$ cat config.mk
export PLATFORM = sky130hd
export DESIGN_NAME = clipped_line_rasterizer
export DESIGN_NICKNAME = d
export VERILOG_FILES = /design/src/hw/rtl/clr_pkg.sv /design/src/hw/rtl/clr_step.sv /design/src/hw/rtl/clr_clip.sv /design/src/hw/rtl/clipped_line_rasterizer.sv
export SDC_FILE = /design/constraint.sdc
export NUM_CORES = 1
export LEC_CHECK = 0
export BUFFER_PORTS_ARGS = -buffer_cell sky130_fd_sc_hd__buf_2
export CAP_MARGIN = 20
export CORE_ASPECT_RATIO = 2
export CORE_UTILIZATION = 33
export CTS_CLUSTER_SIZE = 12
export DETAILED_ROUTE_END_ITERATION = 16
export PLACE_DENSITY = 0.55
export SLEW_MARGIN = 20
export SYNTH_ARGS = -nofsm -noshare
export SYNTH_HDL_FRONTEND = slang
export SYNTH_SLANG_ARGS = --single-unit
$ cat constraint.sdc
create_clock -name clock -period 5.18 [get_ports clock]
set_input_delay 0.518 -clock clock [delete_from_list [all_inputs] [get_ports clock]]
set_output_delay 0.518 -clock clock [all_outputs]
set_load 0.01 [all_outputs]
$ cat src/hw/rtl/clr_pkg.sv
// ----------------------------------------------------------------------------
// clr_pkg
// Shared constants and types of the clipped line rasteriser.
// ----------------------------------------------------------------------------
`default_nettype none

package clr_pkg;

   localparam int DISPLAY_WIDTH = 320;
   localparam int STRIP_ROWS    = 40;

   localparam int COORD_W = 12;
   localparam int SPAN_W  = COORD_W + 1;
   localparam int ERR_W   = COORD_W + 2;
   localparam int COLOR_W = 16;
   localparam int ADDR_W  = 14;

   // Full product width of row * DISPLAY_WIDTH + column before truncation
   localparam int PROD_W  = 2 * COORD_W + 2;

   typedef enum logic {
      CMD_START = 1'b0,
      CMD_STEP  = 1'b1
   } command_type;

   // Pixel produced for one word, before clipping
   typedef struct packed {
      logic                      blank;
      logic signed [COORD_W-1:0] x;
      logic signed [COORD_W-1:0] y;
      logic [COLOR_W-1:0]        color;
      logic                      done;
   } pixel_type;

endpackage

`default_nettype wire

$ cat src/hw/rtl/clr_step.sv
// ----------------------------------------------------------------------------
// clr_step
// Line state and one Bresenham update per word; presents the resulting pixel.
// ----------------------------------------------------------------------------
`default_nettype none

module clr_step
   import clr_pkg::*;
(
   input  wire logic                      clock,
   input  wire logic                      reset,
   input  wire logic                      fire,
   input  wire logic                      command,
   input  wire logic signed [COORD_W-1:0] start_x,
   input  wire logic signed [COORD_W-1:0] start_y,
   input  wire logic signed [COORD_W-1:0] end_x,
   input  wire logic signed [COORD_W-1:0] end_y,
   input  wire logic [COLOR_W-1:0]        pen_color,
   output pixel_type                      pixel
);

   logic signed [COORD_W-1:0] cur_x_ff, cur_x_in;
   logic signed [COORD_W-1:0] cur_y_ff, cur_y_in;
   logic signed [COORD_W-1:0] goal_x_ff, goal_x_in;
   logic signed [COORD_W-1:0] goal_y_ff, goal_y_in;
   logic [SPAN_W-1:0]         span_x_ff, span_x_in;
   logic signed [SPAN_W-1:0]  neg_span_y_ff, neg_span_y_in;
   logic                      step_right_ff, step_right_in;
   logic                      step_down_ff, step_down_in;
   logic signed [ERR_W-1:0]   error_ff, error_in;
   logic [COLOR_W-1:0]        color_ff, color_in;
   logic                      active_ff, active_in;

   logic signed [SPAN_W-1:0]  dx, dy;
   logic signed [ERR_W:0]     twice, sum;
   logic                      move_x, move_y, done;

   always_comb begin
      cur_x_in      = cur_x_ff;
      cur_y_in      = cur_y_ff;
      goal_x_in     = goal_x_ff;
      goal_y_in     = goal_y_ff;
      span_x_in     = span_x_ff;
      neg_span_y_in = neg_span_y_ff;
      step_right_in = step_right_ff;
      step_down_in  = step_down_ff;
      error_in      = error_ff;
      color_in      = color_ff;
      active_in     = active_ff;
      dx     = SPAN_W'(end_x) - SPAN_W'(start_x);
      dy     = SPAN_W'(end_y) - SPAN_W'(start_y);
      twice  = (ERR_W+1)'(error_ff) <<< 1;
      move_x = twice >= (ERR_W+1)'(neg_span_y_ff);
      move_y = twice <= $signed({2'b00, span_x_ff});
      sum    = (ERR_W+1)'(error_ff);
      done   = 1'b1;

      if (command == CMD_START) begin
         cur_x_in      = start_x;
         cur_y_in      = start_y;
         goal_x_in     = end_x;
         goal_y_in     = end_y;
         color_in      = pen_color;
         span_x_in     = dx[SPAN_W-1] ? SPAN_W'(-dx) : SPAN_W'(dx);
         neg_span_y_in = dy[SPAN_W-1] ? dy : -dy;
         step_right_in = start_x < end_x;
         step_down_in  = start_y < end_y;
         error_in      = ERR_W'({1'b0, span_x_in}) + ERR_W'(neg_span_y_in);
         done          = (start_x == end_x) && (start_y == end_y);
         active_in     = !done;
      end else if (active_ff) begin
         if (move_x) begin
            sum      = sum + (ERR_W+1)'(neg_span_y_ff);
            cur_x_in = step_right_ff ? cur_x_ff + COORD_W'(1) : cur_x_ff - COORD_W'(1);
         end
         if (move_y) begin
            sum      = sum + $signed({2'b00, span_x_ff});
            cur_y_in = step_down_ff ? cur_y_ff + COORD_W'(1) : cur_y_ff - COORD_W'(1);
         end
         error_in  = ERR_W'(sum);
         done      = (cur_x_in == goal_x_ff) && (cur_y_in == goal_y_ff);
         active_in = !done;
      end

      pixel.blank = (command == CMD_STEP) && !active_ff;
      pixel.x     = cur_x_in;
      pixel.y     = cur_y_in;
      pixel.color = color_in;
      pixel.done  = done;
   end

   always_ff @(posedge clock) begin
      if (reset) begin
         cur_x_ff      <= '0;
         cur_y_ff      <= '0;
         goal_x_ff     <= '0;
         goal_y_ff     <= '0;
         span_x_ff     <= '0;
         neg_span_y_ff <= '0;
         step_right_ff <= 1'b0;
         step_down_ff  <= 1'b0;
         error_ff      <= '0;
         color_ff      <= '0;
         active_ff     <= 1'b0;
      end else if (fire) begin
         cur_x_ff      <= cur_x_in;
         cur_y_ff      <= cur_y_in;
         goal_x_ff     <= goal_x_in;
         goal_y_ff     <= goal_y_in;
         span_x_ff     <= span_x_in;
         neg_span_y_ff <= neg_span_y_in;
         step_right_ff <= step_right_in;
         step_down_ff  <= step_down_in;
         error_ff      <= error_in;
         color_ff      <= color_in;
         active_ff     <= active_in;
      end
   end

   a_done_ends_line : assert property (@(posedge clock) disable iff (reset)
      (fire && pixel.done) |=> !active_ff)
      else $error("line still active after its last pixel");

   a_active_not_at_goal : assert property (@(posedge clock) disable iff (reset)
      active_ff |-> (cur_x_ff != goal_x_ff || cur_y_ff != goal_y_ff))
      else $error("active line already at its endpoint");

   a_idle_step_keeps_state : assert property (@(posedge clock) disable iff (reset)
      (fire && pixel.blank) |=> ($stable(cur_x_ff) && $stable(cur_y_ff) && !active_ff))
      else $error("step while idle changed the line state");

endmodule

`default_nettype wire

$ cat src/hw/rtl/clr_clip.sv
// ----------------------------------------------------------------------------
// clr_clip
// Clip a pixel to the strip and form its buffer address.
// ----------------------------------------------------------------------------
`default_nettype none

module clr_clip
   import clr_pkg::*;
(
   input  pixel_type                 pixel,
   output logic                      write_enable,
   output logic [ADDR_W-1:0]         write_address,
   output logic [COLOR_W-1:0]        write_color,
   output logic                      line_done
);

   localparam logic signed [COORD_W:0] WidthLimit = (COORD_W+1)'(DISPLAY_WIDTH);
   localparam logic signed [COORD_W:0] RowLimit   = (COORD_W+1)'(STRIP_ROWS);

   logic              on_strip;
   logic [PROD_W-1:0] product;

   always_comb begin
      on_strip = !pixel.blank
                 && !pixel.x[COORD_W-1] && ((COORD_W+1)'(pixel.x) < WidthLimit)
                 && !pixel.y[COORD_W-1] && ((COORD_W+1)'(pixel.y) < RowLimit);
      product = PROD_W'(unsigned'(pixel.y)) * PROD_W'(DISPLAY_WIDTH)
                + PROD_W'(unsigned'(pixel.x));
      write_enable  = on_strip;
      write_address = on_strip ? product[ADDR_W-1:0] : '0;
      write_color   = on_strip ? pixel.color : '0;
      line_done     = pixel.blank || pixel.done;
   end

endmodule

`default_nettype wire

$ cat src/hw/rtl/clipped_line_rasterizer.sv
// ----------------------------------------------------------------------------
// clipped_line_rasterizer
// Bresenham line generator clipped to a strip frame buffer.
// ----------------------------------------------------------------------------
// Usage:
//   req_ channel carries one command word: start (endpoints and colour) or
//   step. Every word yields exactly one rsp_ word: a pixel write (enable,
//   address, colour) and line_done, which marks the endpoint or an idle step.
//   A word accepted on req_ is held in the input register; the Bresenham
//   update and clipping run between it and the result register, which loads
//   once the result register is empty or its response is being taken.
//   Throughput is one word per cycle while rsp_ready stays high: the single
//   add-compare update of the error term and the constant-width address
//   multiply sit between the two registers.
//   When rsp_ready is low the result is held and the input register fills;
//   req_ready drops only once both are occupied, and returns in the cycle
//   the response is taken.
//   Synchronous reset empties both registers and leaves no line active.
// ----------------------------------------------------------------------------
`default_nettype none

module clipped_line_rasterizer
   import clr_pkg::*;
(
   input  wire logic                      clock,
   input  wire logic                      reset,
   input  wire logic                      req_valid,
   output logic                           req_ready,
   input  wire logic                      req_command,
   input  wire logic signed [COORD_W-1:0] req_start_x,
   input  wire logic signed [COORD_W-1:0] req_start_y,
   input  wire logic signed [COORD_W-1:0] req_end_x,
   input  wire logic signed [COORD_W-1:0] req_end_y,
   input  wire logic [COLOR_W-1:0]        req_pen_color,
   output logic                           rsp_valid,
   input  wire logic                      rsp_ready,
   output logic                           rsp_write_enable,
   output logic [ADDR_W-1:0]              rsp_write_address,
   output logic [COLOR_W-1:0]             rsp_write_color,
   output logic                           rsp_line_done
);

   logic                      in_valid_ff;
   logic                      command_ff;
   logic signed [COORD_W-1:0] start_x_ff, start_y_ff, end_x_ff, end_y_ff;
   logic [COLOR_W-1:0]        color_ff;

   logic                      out_valid_ff;
   logic                      enable_ff, enable_in;
   logic [ADDR_W-1:0]         address_ff, address_in;
   logic [COLOR_W-1:0]        wcolor_ff, wcolor_in;
   logic                      done_ff, done_in;

   logic                      advance, fire, take;
   pixel_type                 pixel;

   assign advance   = !out_valid_ff || rsp_ready;
   assign fire      = in_valid_ff && advance;
   assign req_ready = !in_valid_ff || advance;
   assign take      = req_valid && req_ready;

   clr_step u_step (
      .clock     (clock),
      .reset     (reset),
      .fire      (fire),
      .command   (command_ff),
      .start_x   (start_x_ff),
      .start_y   (start_y_ff),
      .end_x     (end_x_ff),
      .end_y     (end_y_ff),
      .pen_color (color_ff),
      .pixel     (pixel)
   );

   clr_clip u_clip (
      .pixel         (pixel),
      .write_enable  (enable_in),
      .write_address (address_in),
      .write_color   (wcolor_in),
      .line_done     (done_in)
   );

   always_ff @(posedge clock) begin
      if (reset) begin
         in_valid_ff <= 1'b0;
      end else if (req_ready) begin
         in_valid_ff <= req_valid;
      end
   end

   always_ff @(posedge clock) begin
      if (take) begin
         command_ff <= req_command;
         start_x_ff <= req_start_x;
         start_y_ff <= req_start_y;
         end_x_ff   <= req_end_x;
         end_y_ff   <= req_end_y;
         color_ff   <= req_pen_color;
      end
   end

   always_ff @(posedge clock) begin
      if (reset) begin
         out_valid_ff <= 1'b0;
      end else if (advance) begin
         out_valid_ff <= in_valid_ff;
      end
   end

   always_ff @(posedge clock) begin
      if (fire) begin
         enable_ff  <= enable_in;
         address_ff <= address_in;
         wcolor_ff  <= wcolor_in;
         done_ff    <= done_in;
      end
   end

   assign rsp_valid         = out_valid_ff;
   assign rsp_write_enable  = enable_ff;
   assign rsp_write_address = address_ff;
   assign rsp_write_color   = wcolor_ff;
   assign rsp_line_done     = done_ff;

   a_held_word_kept : assert property (@(posedge clock) disable iff (reset)
      (in_valid_ff && !advance) |=> (in_valid_ff && $stable(command_ff)))
      else $error("held command word lost while response stalled");

   a_response_has_source : assert property (@(posedge clock) disable iff (reset)
      $rose(out_valid_ff) |-> $past(in_valid_ff))
      else $error("response raised without a command word");

   a_stalled_result_held : assert property (@(posedge clock) disable iff (reset)
      (out_valid_ff && !rsp_ready) |=> (out_valid_ff && $stable(address_ff)
                                        && $stable(done_ff)))
      else $error("stalled response changed");

endmodule

`default_nettype wire

==> impl_metrics.tcl <==
set metrics [dict create \
    status "complete, no violations" \
    htree_levels 1 \
    synth-seq-area-share_pct 35.4 \
    ant_nets 0 \
    leakagePower_nw 7.03 \
    period_share_pct 95.9 \
    power.total_mw 6.75 \
    cts_tree "yes" \
    avgSynthCellArea_um2 8.76 \
    worst_slack_ns 0.215 \
    path_class "reg2reg" \
    hp-class "in2reg" \
    reg2reg_depth 20 \
    powerDensity_nw_per_um2 397 \
    core_area_um2 42700 \
    place_ws_ns -0.0500 \
    hold_viol 0 \
    critPathCaptureType "flop" \
    grt_remaining_overflow 0 \
    cts_max_path_buffers 3 \
    clock-root-buffer "clkbuf_16" \
    hold_ws_ns 0.151 \
    die-height_um 297 \
    synth_fp_nets 1845 \
    pin_count 103 \
    num_vias 12800 \
    clock_latency_ns 0.54 \
    clk_pin_slew_ns 0.07 \
    async_flop_share_pct 0 \
    diodes 0 \
    rows 107 \
    die-area_um2 44400 \
    track_usage_pct 22.0 \
    synth_common_cells "nand2_1 (182), a21oi_1 (140), nor2_1 (133)" \
    maxSlewHeadroom_pct 33.8 \
    io_buffers 102 \
    yosysTopAreaCell "edfxtp_1" \
    startpoint_type "flop" \
    grt_pass1_vias 13000 \
    nets 2011 \
    yosysTopAreaCellShare_pct 20.3 \
    worstPathArrival_ns 5.24 \
    initial_core_util_pct 33.7 \
    fin_skew_ns 0.0156 \
    place_hpwl_mm 38.2 \
    cts_sinks 206 \
    syn_area_um2 14400 \
    ys_types 79 \
    worstSetupStartpoint "u_step.span_x_ff[11]$_SDFFE_PP0P_" \
    tightest_slew_ns 0.990 \
    post_cts_buffers 0 \
    clock.fmax_mhz 201 \
    final_max_slew_viol_count 0 \
    drc_errors 0 \
    synth.area.top_cells "edfxtp_1 (20%), dfxtp_1 (15%), ha_1 (11%), a21oi_1 (4.9%), nand2_1 (4.8%)" \
    die_x_um 150 \
    worstSetupEndpoint "rsp_write_address[13]$_SDFFCE_PN0P_" \
    wl_mm 48.9 \
    place_congestion 0.931 \
    required_ns 5.45 \
    drtPass1Iterations 5 \
    grt_max_degree 71 \
    drt_iter0_drc 559 \
    min_period_ns 4.97 \
    synth_edf_count 97 \
    drv_cap 0 \
    ir_drop_mv 0.344 \
    r2r_slack_ns 0.21 \
    yosysMostFrequentCell "nand2_1" \
    yosys_most_used_dff "dfxtp_1" \
    ys_ff_latch 206 \
    setup_viol_count_final 0 \
    yosysWarnings 0 \
    routedWlPerCell_um 20.6 \
    drive_gt1_share_pct 16.0 \
    r2r-start "u_step.span_x_ff[11]$_SDFFE_PP0P_" \
    via_per_inst 5.41 \
    grt_pass1_wl_mm 73.8 \
    syn_inst 1641 \
    path_max_fanout 4 \
    reg2reg_to "rsp_write_address[13]$_SDFFCE_PN0P_" \
    final_core_util_pct 39.8 \
    min_from "req_end_x[11]" \
    grt_antenna_before_repair 0 \
    cts_buffers 23 \
    syn2layout_area_growth_pct 18.2 \
]
-- critical path: stages (launching register included) --
cell and delay [ns]:
dfxtp_1 0.33, inv_1 0.06, ha_1 0.32, nand4_1 0.13
or4_1 0.54, o211ai_4 0.19, o21ai_2 0.13, o21ai_4 0.27
mux2_2 0.38, o21a_1 0.19, ha_1 0.29, ha_1 0.23
fa_2 0.36, xor2_1 0.17, ha_1 0.30, nor2b_2 0.17
o21ai_1 0.15, xnor2_1 0.15, xnor2_1 0.15, xnor2_1 0.14
nor3_1 0.06
-- placed cells by master, fill, tap and decap left out, drive strengths merged, types with 11 or more instances in the layout --
cell type / n
buf: 208
nand2: 182
a21oi: 141
nor2: 133
ha: 126
inv: 114
dfxtp: 109
edfxtp: 97
xnor2: 74
o21ai: 67
nor3: 59
a211oi: 50
xor2: 48
mux2i: 33
a21o: 32
clkbuf: 30
o21a: 20
nand3: 20
o211ai: 20
nand2b: 17
nor2b: 17
a2111oi: 15
nor4: 14
nand4: 11
-- cell families after synthesis --
kind of cell,Yosys count,share of synthesized area (%)
mux,43,3.11
xor+xnor,122,7.43
simple gates,514,16.7
flops,206,35.4
buf+inv,181,4.80
compound gates,440,20.3
fa+ha+maj,135,12.2
-- layer usage --
metal / up-vias / GRT usage [%] / share of wire, %
li1: 6268 / - / -
met1: 6060 / 20.1 / 33
met2: 339 / 43.2 / 55
met3: 136 / 2.27 / 3.2
met4: 0 / 15.9 / 8.0
met5: - / 0 / 0
-- through the flow --
step                setup TNS, ns  instances  instance area, um2
floorplan                       0       1641               14400
global placement                0       2327               16100
detailed placement        -0.0500       2327               16100
CTS                             0       2366               16900
global route              -0.0200       2366               17000
finish                          0       2366               17000
-- flip-flops by register name (all words and copies together), names as in the netlist, 13 cells and up --
signal / flops
u_step.span_x_ff: 13
u_step.neg_span_y_ff: 13
color_ff: 16
rsp_write_address: 14
rsp_write_color: 16
u_step.color_ff: 16
u_step.error_ff: 14
-- power by group --
part	switching [mW]	internal (mW)
registers	0.0857	1.80
logic	1.83	1.28
clock network	0.703	1.06
-- area by class of cell --
| class | count | area (um2) |
|---|---|---|
| tap | 545 | 682 |
| multi-input combinational | 1254 | 8690 |
| timing repair buffer | 208 | 1330 |
| inverter | 114 | 428 |
| sequential | 206 | 5090 |
| fill | 4282 | 25700 |
| clock buffer | 30 | 602 |
| clock inverter | 9 | 169 |
-- worst min path at each step --
stage	endpoint	slack, ns	depth (start not counted)
6_report	end_x_ff[11]$_DFFE_PP_	0.15	1
3_5_place_dp	u_step.color_ff[3]$_SDFFE_PP0P_	0.45	2
2_1_floorplan	u_step.color_ff[0]$_SDFFE_PP0P_	0.44	2
3_3_place_gp	u_step.color_ff[6]$_SDFFE_PP0P_	0.44	2
4_1_cts	end_x_ff[11]$_DFFE_PP_	0.13	1
5_1_grt	end_x_ff[11]$_DFFE_PP_	0.14	1
-- timing repair --
item                                    CTS  global route
gates resized for setup                   2            22
pin swaps                                 0             4
endpoints found under the setup margin    2             5
hold buffers                              0             0
Note: power is estimated with default switching activity, not from simulation.
